## src/design/ipv4hc_pkg.sv

```systemverilog
`timescale 1ns / 1ps
// Shared types and constants for the IPv4 header check and TTL update unit.
// No dependencies; every module of the unit imports this package.
package ipv4hc_pkg;

    localparam int MAX_WORDS = 30;
    localparam int IDX_W = $clog2(MAX_WORDS + 1);
    localparam int WORD_W = 16;
    localparam int OUT_TDATA_W = 56;

    localparam logic [IDX_W-1:0] WORD_TTL = IDX_W'(4);
    localparam logic [IDX_W-1:0] WORD_CHECK = IDX_W'(5);
    localparam logic [IDX_W-1:0] IDX_LIMIT = IDX_W'(MAX_WORDS);
    localparam logic [WORD_W-1:0] TTL_ONE = 16'h0100;

    typedef enum logic [1:0] {
        VERDICT_FORWARD = 2'd0,
        VERDICT_EXPIRED = 2'd1,
        VERDICT_BADSUM  = 2'd2
    } verdict_t;

    // Header totals as seen with the current word folded in.
    typedef struct packed {
        logic [WORD_W-1:0] sum;
        logic [WORD_W-1:0] ttl_word;
        logic [WORD_W-1:0] checksum;
    } hdr_totals_t;

endpackage

```

## src/design/ipv4hc_in_reg.sv

```systemverilog
`timescale 1ns / 1ps
// Input register for header words with stream handshake.
// Depends on ipv4hc_pkg.
module ipv4hc_in_reg
    import ipv4hc_pkg::*;
(
    input  logic              clk,
    input  logic              rst_n,
    input  logic              s_axis_tvalid,
    output logic              s_axis_tready,
    input  logic [WORD_W-1:0] s_axis_tdata,
    input  logic              s_axis_tlast,
    input  logic              out_free,
    output logic              fire,
    output logic [WORD_W-1:0] word,
    output logic              last
);

    logic              valid_reg;
    logic              valid_next;
    logic [WORD_W-1:0] word_reg;
    logic              last_reg;
    logic              advance;
    logic              accept;

    // A non-final word never waits on the result side.
    assign advance       = !last_reg || out_free;
    assign s_axis_tready = !valid_reg || advance;
    assign accept        = s_axis_tvalid && s_axis_tready;
    assign fire          = valid_reg && advance;
    assign word          = word_reg;
    assign last          = last_reg;

    always_comb
    begin
        valid_next = valid_reg;
        if (accept)
        begin
            valid_next = 1'b1;
        end
        else if (advance)
        begin
            valid_next = 1'b0;
        end
    end

    always_ff @(posedge clk or negedge rst_n)
    begin
        if (!rst_n)
        begin
            valid_reg <= 1'b0;
        end
        else
        begin
            valid_reg <= valid_next;
        end
    end

    always_ff @(posedge clk)
    begin
        if (accept)
        begin
            word_reg <= s_axis_tdata;
            last_reg <= s_axis_tlast;
        end
    end

endmodule

```

## src/design/ipv4hc_accum.sv

```systemverilog
`timescale 1ns / 1ps
// Running one's-complement sum, word position and saved TTL/checksum words.
// Depends on ipv4hc_pkg.
module ipv4hc_accum
    import ipv4hc_pkg::*;
(
    input  logic              clk,
    input  logic              rst_n,
    input  logic              fire,
    input  logic [WORD_W-1:0] word,
    input  logic              last,
    output hdr_totals_t       totals
);

    logic [WORD_W-1:0] sum_reg;
    logic [WORD_W-1:0] sum_next;
    logic [IDX_W-1:0]  idx_reg;
    logic [IDX_W-1:0]  idx_next;
    logic [WORD_W-1:0] ttl_reg;
    logic [WORD_W-1:0] ttl_next;
    logic [WORD_W-1:0] chk_reg;
    logic [WORD_W-1:0] chk_next;
    logic [WORD_W:0]   raw_sum;
    logic [WORD_W-1:0] folded;
    logic [WORD_W-1:0] eff_ttl;
    logic [WORD_W-1:0] eff_chk;

    assign raw_sum = {1'b0, sum_reg} + {1'b0, word};
    assign folded  = raw_sum[WORD_W-1:0] + WORD_W'(raw_sum[WORD_W]);
    assign eff_ttl = (idx_reg == WORD_TTL) ? word : ttl_reg;
    assign eff_chk = (idx_reg == WORD_CHECK) ? word : chk_reg;

    assign totals.sum      = folded;
    assign totals.ttl_word = eff_ttl;
    assign totals.checksum = eff_chk;

    always_comb
    begin
        sum_next = sum_reg;
        idx_next = idx_reg;
        ttl_next = ttl_reg;
        chk_next = chk_reg;
        if (fire)
        begin
            if (last)
            begin
                // clear for the next header
                sum_next = '0;
                idx_next = '0;
                ttl_next = '0;
                chk_next = '0;
            end
            else
            begin
                sum_next = folded;
                ttl_next = eff_ttl;
                chk_next = eff_chk;
                if (idx_reg < IDX_LIMIT)
                begin
                    idx_next = idx_reg + IDX_W'(1);
                end
            end
        end
    end

    always_ff @(posedge clk or negedge rst_n)
    begin
        if (!rst_n)
        begin
            sum_reg <= '0;
            idx_reg <= '0;
            ttl_reg <= '0;
            chk_reg <= '0;
        end
        else
        begin
            sum_reg <= sum_next;
            idx_reg <= idx_next;
            ttl_reg <= ttl_next;
            chk_reg <= chk_next;
        end
    end

    a_idx_bound: assert property (@(posedge clk) disable iff (!rst_n)
        idx_reg <= IDX_LIMIT)
        else $error("word index beyond limit");

    a_clear_after_last: assert property (@(posedge clk) disable iff (!rst_n)
        fire && last |=> idx_reg == '0 && sum_reg == '0 && ttl_reg == '0)
        else $error("state not cleared after last word");

    a_idx_step: assert property (@(posedge clk) disable iff (!rst_n)
        fire && !last && idx_reg < IDX_LIMIT |=> idx_reg == $past(idx_reg) + IDX_W'(1))
        else $error("word index did not advance");

endmodule

```

## src/design/ipv4hc_result.sv

```systemverilog
`timescale 1ns / 1ps
// Verdict, TTL decrement and incremental checksum update into the result register.
// Depends on ipv4hc_pkg.
module ipv4hc_result
    import ipv4hc_pkg::*;
(
    input  logic                   clk,
    input  logic                   rst_n,
    input  logic                   load,
    input  hdr_totals_t            totals,
    output logic                   out_free,
    output logic                   m_axis_tvalid,
    input  logic                   m_axis_tready,
    output logic [OUT_TDATA_W-1:0] m_axis_tdata
);

    logic              valid_reg;
    logic              valid_next;
    verdict_t          verdict_reg;
    verdict_t          verdict_next;
    logic [WORD_W-1:0] ttl_new_reg;
    logic [WORD_W-1:0] ttl_new_next;
    logic [WORD_W-1:0] upd_reg;
    logic [WORD_W-1:0] upd_next;
    logic [WORD_W-1:0] comp_reg;
    logic [WORD_W-1:0] comp_next;
    logic [WORD_W+1:0] upd_raw;
    logic [WORD_W:0]   upd_fold;

    assign out_free = !valid_reg || m_axis_tready;

    always_comb
    begin
        ttl_new_next = totals.ttl_word - TTL_ONE;
        upd_raw      = {2'b00, totals.checksum} + {2'b00, totals.ttl_word}
                     + {2'b00, ~ttl_new_next};
        upd_fold     = {1'b0, upd_raw[WORD_W-1:0]} + (WORD_W+1)'(upd_raw[WORD_W+1:WORD_W]);
        upd_next     = upd_fold[WORD_W-1:0] + WORD_W'(upd_fold[WORD_W]);
        comp_next    = ~totals.sum;
        if (totals.ttl_word[WORD_W-1:8] <= 8'd1)
        begin
            verdict_next = VERDICT_EXPIRED;
        end
        else if (comp_next != '0)
        begin
            verdict_next = VERDICT_BADSUM;
        end
        else
        begin
            verdict_next = VERDICT_FORWARD;
        end
    end

    always_comb
    begin
        valid_next = valid_reg;
        if (load)
        begin
            valid_next = 1'b1;
        end
        else if (m_axis_tready)
        begin
            valid_next = 1'b0;
        end
    end

    always_ff @(posedge clk or negedge rst_n)
    begin
        if (!rst_n)
        begin
            valid_reg <= 1'b0;
        end
        else
        begin
            valid_reg <= valid_next;
        end
    end

    always_ff @(posedge clk)
    begin
        if (load)
        begin
            verdict_reg <= verdict_next;
            ttl_new_reg <= ttl_new_next;
            upd_reg     <= upd_next;
            comp_reg    <= comp_next;
        end
    end

    assign m_axis_tvalid = valid_reg;
    assign m_axis_tdata  = {6'b0, comp_reg, upd_reg, ttl_new_reg, verdict_reg};

    a_verdict_code: assert property (@(posedge clk) disable iff (!rst_n)
        valid_reg |-> verdict_reg != 2'd3)
        else $error("undefined verdict code");

    a_forward_sum_ok: assert property (@(posedge clk) disable iff (!rst_n)
        valid_reg && verdict_reg == VERDICT_FORWARD |-> comp_reg == '0)
        else $error("forward with bad checksum");

    a_expired_ttl: assert property (@(posedge clk) disable iff (!rst_n)
        valid_reg && verdict_reg == VERDICT_EXPIRED
        |-> ttl_new_reg[WORD_W-1:8] == 8'hFF || ttl_new_reg[WORD_W-1:8] == 8'h00)
        else $error("expired verdict with live ttl");

endmodule

```

## src/design/ipv4_header_check_ttl_update_unit.sv

```systemverilog
`timescale 1ns / 1ps
// IPv4 header check and TTL update unit: every accepted header word passes an
// input register and one add-and-fold stage; the word with tlast set yields one
// result word in the result register when it leaves the input register. One header
// word is taken per clock; the only stall comes from a result word that the
// master side has not yet taken while a last word waits behind it.
// Depends on ipv4hc_pkg, ipv4hc_in_reg, ipv4hc_accum, ipv4hc_result.
module ipv4_header_check_ttl_update_unit
    import ipv4hc_pkg::*;
(
    input  logic                   clk,
    input  logic                   rst_n,
    input  logic                   s_axis_tvalid,
    output logic                   s_axis_tready,
    input  logic [WORD_W-1:0]      s_axis_tdata,   // header_word
    input  logic                   s_axis_tlast,
    output logic                   m_axis_tvalid,
    input  logic                   m_axis_tready,
    // verdict[1:0], new_ttl_word[17:2], new_checksum[33:18], computed_checksum[49:34]
    output logic [OUT_TDATA_W-1:0] m_axis_tdata
);

    logic              out_free;
    logic              fire;
    logic [WORD_W-1:0] word;
    logic              last;
    hdr_totals_t       totals;

    ipv4hc_in_reg u_in_reg (
        .clk           (clk),
        .rst_n         (rst_n),
        .s_axis_tvalid (s_axis_tvalid),
        .s_axis_tready (s_axis_tready),
        .s_axis_tdata  (s_axis_tdata),
        .s_axis_tlast  (s_axis_tlast),
        .out_free      (out_free),
        .fire          (fire),
        .word          (word),
        .last          (last)
    );

    ipv4hc_accum u_accum (
        .clk    (clk),
        .rst_n  (rst_n),
        .fire   (fire),
        .word   (word),
        .last   (last),
        .totals (totals)
    );

    ipv4hc_result u_result (
        .clk           (clk),
        .rst_n         (rst_n),
        .load          (fire && last),
        .totals        (totals),
        .out_free      (out_free),
        .m_axis_tvalid (m_axis_tvalid),
        .m_axis_tready (m_axis_tready),
        .m_axis_tdata  (m_axis_tdata)
    );

endmodule
```

## config.mk

```make
export PLATFORM = sky130hd
export DESIGN_NAME = ipv4_header_check_ttl_update_unit
export DESIGN_NICKNAME = d
export VERILOG_FILES = /design/src/design/ipv4hc_pkg.sv /design/src/design/ipv4hc_in_reg.sv /design/src/design/ipv4hc_accum.sv /design/src/design/ipv4hc_result.sv /design/src/design/ipv4_header_check_ttl_update_unit.sv
export SDC_FILE = /design/constraint.sdc
export NUM_CORES = 1
export LEC_CHECK = 0
export BUFFER_PORTS_ARGS = -buffer_cell sky130_fd_sc_hd__buf_2
export CAP_MARGIN = 25
export CORE_MARGIN = 1
export CORE_UTILIZATION = 47
export DETAILED_ROUTE_END_ITERATION = 6
export PLACE_DENSITY = 0.73
export SYNTH_ARGS = -nofsm -noshare
export SYNTH_HDL_FRONTEND = slang
export SYNTH_SLANG_ARGS = --single-unit
```

## constraint.sdc

```tcl
create_clock -name clk -period 10.1 [get_ports clk]
set_clock_uncertainty 0.2 [all_clocks]
set_input_delay 2.525 -clock clk [delete_from_list [all_inputs] [get_ports clk]]
set_output_delay 2.525 -clock clk [all_outputs]
set_load 0.01 [all_outputs]
```

==> results_dict.tcl <==
set metrics [dict create \
    run_status "complete, no violations" \
    route.detailed.drc 0 \
    grt_max_degree 56 \
    cp-end-kind "flip-flop" \
    worst_pin_slew_ps 1010 \
    drtPass1Iterations 4 \
    synth_top_family_by_area "compound AO/OA/AOI/OAI gates" \
    core_sq_um 16100 \
    grt_use_total_pct 20.5 \
    gp_congestion 0.890 \
    yosysWarnings 0 \
    finalSetupViolCount 0 \
    r2r-start "u_accum.idx_reg[1]" \
    via_count 5913 \
    final_cell_mix "nand2_1, buf_2, edfxtp_1" \
    ioPinCount 79 \
    die_w_um 131 \
    min_to "u_accum.ttl_reg[6]" \
    rsz0062_at_grt "false" \
    ff_latch_area_sq_um 3390 \
    syn-mean-instance-area_sq_um 10.3 \
    synth_xor_area_share_pct 8.79 \
    crit_type "flip-flop to flip-flop" \
    ys_ff_latch 122 \
    hold_viol_final 0 \
    synthesis.area_sq_um 7840 \
    cts_setup_buffers 0 \
    utilization_pct 56.0 \
    whs_path_depth 2 \
    reg2reg_depth 41 \
    insertion_delay_ps 420 \
    dp_cells 1038 \
    multi_input_area_sq_um 4180 \
    path_clk_slew_ps 60 \
    finalMaxSlewViolations 0 \
    place_ws_ps 1200 \
    dpl.hpwl_mm 11.9 \
    cp.arrival_ps 9030 \
    syn_to_final_growth_pct 15.0 \
    ys_types 75 \
    layout_commonest_cell "nand2_1" \
    cts_buffer_depth 2 \
    clock-sinks 122 \
    cts_tree "built" \
    stdcell_count 1070 \
    slowest_delay_ps 750 \
    synthTopCellsByArea "edfxtp_1, dfrtp_1, ha_1" \
    tns_ps 0 \
    cp_max_fo 16 \
    grt_pass1_vias 5715 \
    rrSetupSlack_ps 1040 \
    synth_top_area_share_pct 25.7 \
    cts_buffers 17 \
    ant_nets 0 \
    synth-main-ff-cell "edfxtp_1" \
    diodes 0 \
    hold_buffers 0 \
    synth-adder-area-share_pct 10.1 \
    min-delay-start "u_accum.ttl_reg[6]" \
    synth_compound_area_share_pct 15.7 \
    worstReg2RegEnd "u_result.upd_reg[14]" \
    cts-root-buf "clkbuf_16" \
    port_buffers 72 \
    fin_crit_sh_pct 89.7 \
    antenna_found_initial 0 \
    min_path_type "flip-flop to flip-flop" \
    start_util_pct 48.7 \
    yosys.area.top_type "edfxtp_1" \
    power_density_nw_per_um2 299 \
    synthSimpleGateAreaFrac_pct 13.5 \
    vias_per_cell 5.53 \
    final_nets 923 \
    synth.mux.area_fraction_pct 4.53 \
    first_iter_violations 330 \
    dieHeight_um 131 \
    synthArstFlopShare_pct 45.1 \
    ys_seq_area_share_pct 43.2 \
    fin_ws_ps 1040 \
    grt_pass1_wl_mm 28.1 \
    drive_gt1_share_pct 16.6 \
    start_kind "flip-flop" \
    irDropWorstVdd_mv 0.136 \
    leakage_nw 4.02 \
    synth_edf_count 67 \
    cap_violations 0 \
    synthCells 761 \
    required_ps 10070 \
    fill_cells 1468 \
    grt_overflow 0 \
    cts-htree-levels 4 \
    cts_resized 0 \
    wire_per_inst_um 15.5 \
    max_freq_mhz 110 \
    row_count 46 \
    die_area_sq_um 17200 \
    wl_mm 16.6 \
    slew_headroom_pct 32.6 \
    worst_path_max_delay_cell "and4bb_1" \
    min_period_ps 9060 \
]
cells by family after synthesis:
logic type / after synthesis
and+or+nand+nor: 217
AOI/OAI and AO/OA: 175
DFF: 122
xor gates and xnor gates: 77
buffers and inverters: 76
adders and majority gates: 61
muxes: 32
other: 1
synthesized netlist by cell type, drive strengths merged (10+ instances only):
master and number:
nor2 48, ha 57, edfxtp 67, nand2 74, mux2i 17, clkbuf 12, nand3 23, a21oi 25
dfrtp 55, nor3 16, xor2 34, xnor2 42, mux2 15, a21o 16, a22o 15, nand4 10
inv 55, o21ai 54
layout make-up:
class	count	share of cell area, %
Multi-Input combinational cell	568	46.3
Inverter	55	2.29
Sequential cell	122	37.6
Timing Repair Buffer	77	4.41
Tap cell	216	3.00
Clock buffer	18	4.76
Clock inverter	14	1.64
stage by stage:
| step | hold WS [ps] | cell area [sq um] | total power, mW |
|---|---|---|---|
| after floorplan | 249 | 7860 | 1.79 |
| after global placement | 261 | 8430 | 2.07 |
| after detailed placement | 270 | 8440 | 2.09 |
| after CTS | 283 | 9020 | 2.70 |
| after global routing | 313 | 9020 | 2.89 |
| final | 275 | 9020 | 2.69 |
critical path: cells and delay by family, from the launching register on:
family	cells	cell delay [ps]
AND/OR/NAND/NOR	14	2970
AO/OA/AOI/OAI	14	2490
adder cells (fa/ha/maj)	6	1510
XOR/XNOR	3	510
multiplexers	1	430
flip-flops	1	400
buffers and inverters	3	270
power by group:
part           total (mW)  internal [mW]  leakage [nW]  switching, mW
combinational        1.37          0.537          2.36          0.833
clock               0.592          0.364         0.289          0.228
sequential          0.733          0.687          1.37         0.0458
routing by layer:
| layer | share of wire, % | global-route usage (%) | vias up |
|---|---|---|---|
| li1 | - | - | 2922 |
| met1 | 47 | 26.6 | 2818 |
| met2 | 47 | 34.1 | 144 |
| met3 | 3.7 | 3.36 | 29 |
| met4 | 2.1 | 8.10 | 0 |
| met5 | 0 | 0 | - |
worst max path at each step:
stage | from | to | cells after the start | slack [ps]
CTS | u_accum.idx_reg[1] | u_result.upd_reg[14] | 41 | 1140
global placement | u_accum.idx_reg[1] | u_result.upd_reg[14] | 41 | 1510
detailed placement | u_accum.idx_reg[1] | u_result.upd_reg[14] | 41 | 1200
finish | u_accum.idx_reg[1] | u_result.upd_reg[14] | 41 | 1040
floorplan | u_accum.idx_reg[0] | u_result.upd_reg[14] | 44 | 1910
global route | u_accum.idx_reg[1] | u_result.upd_reg[14] | 41 | 150
Note: power is estimated with default switching activity, not from simulation.
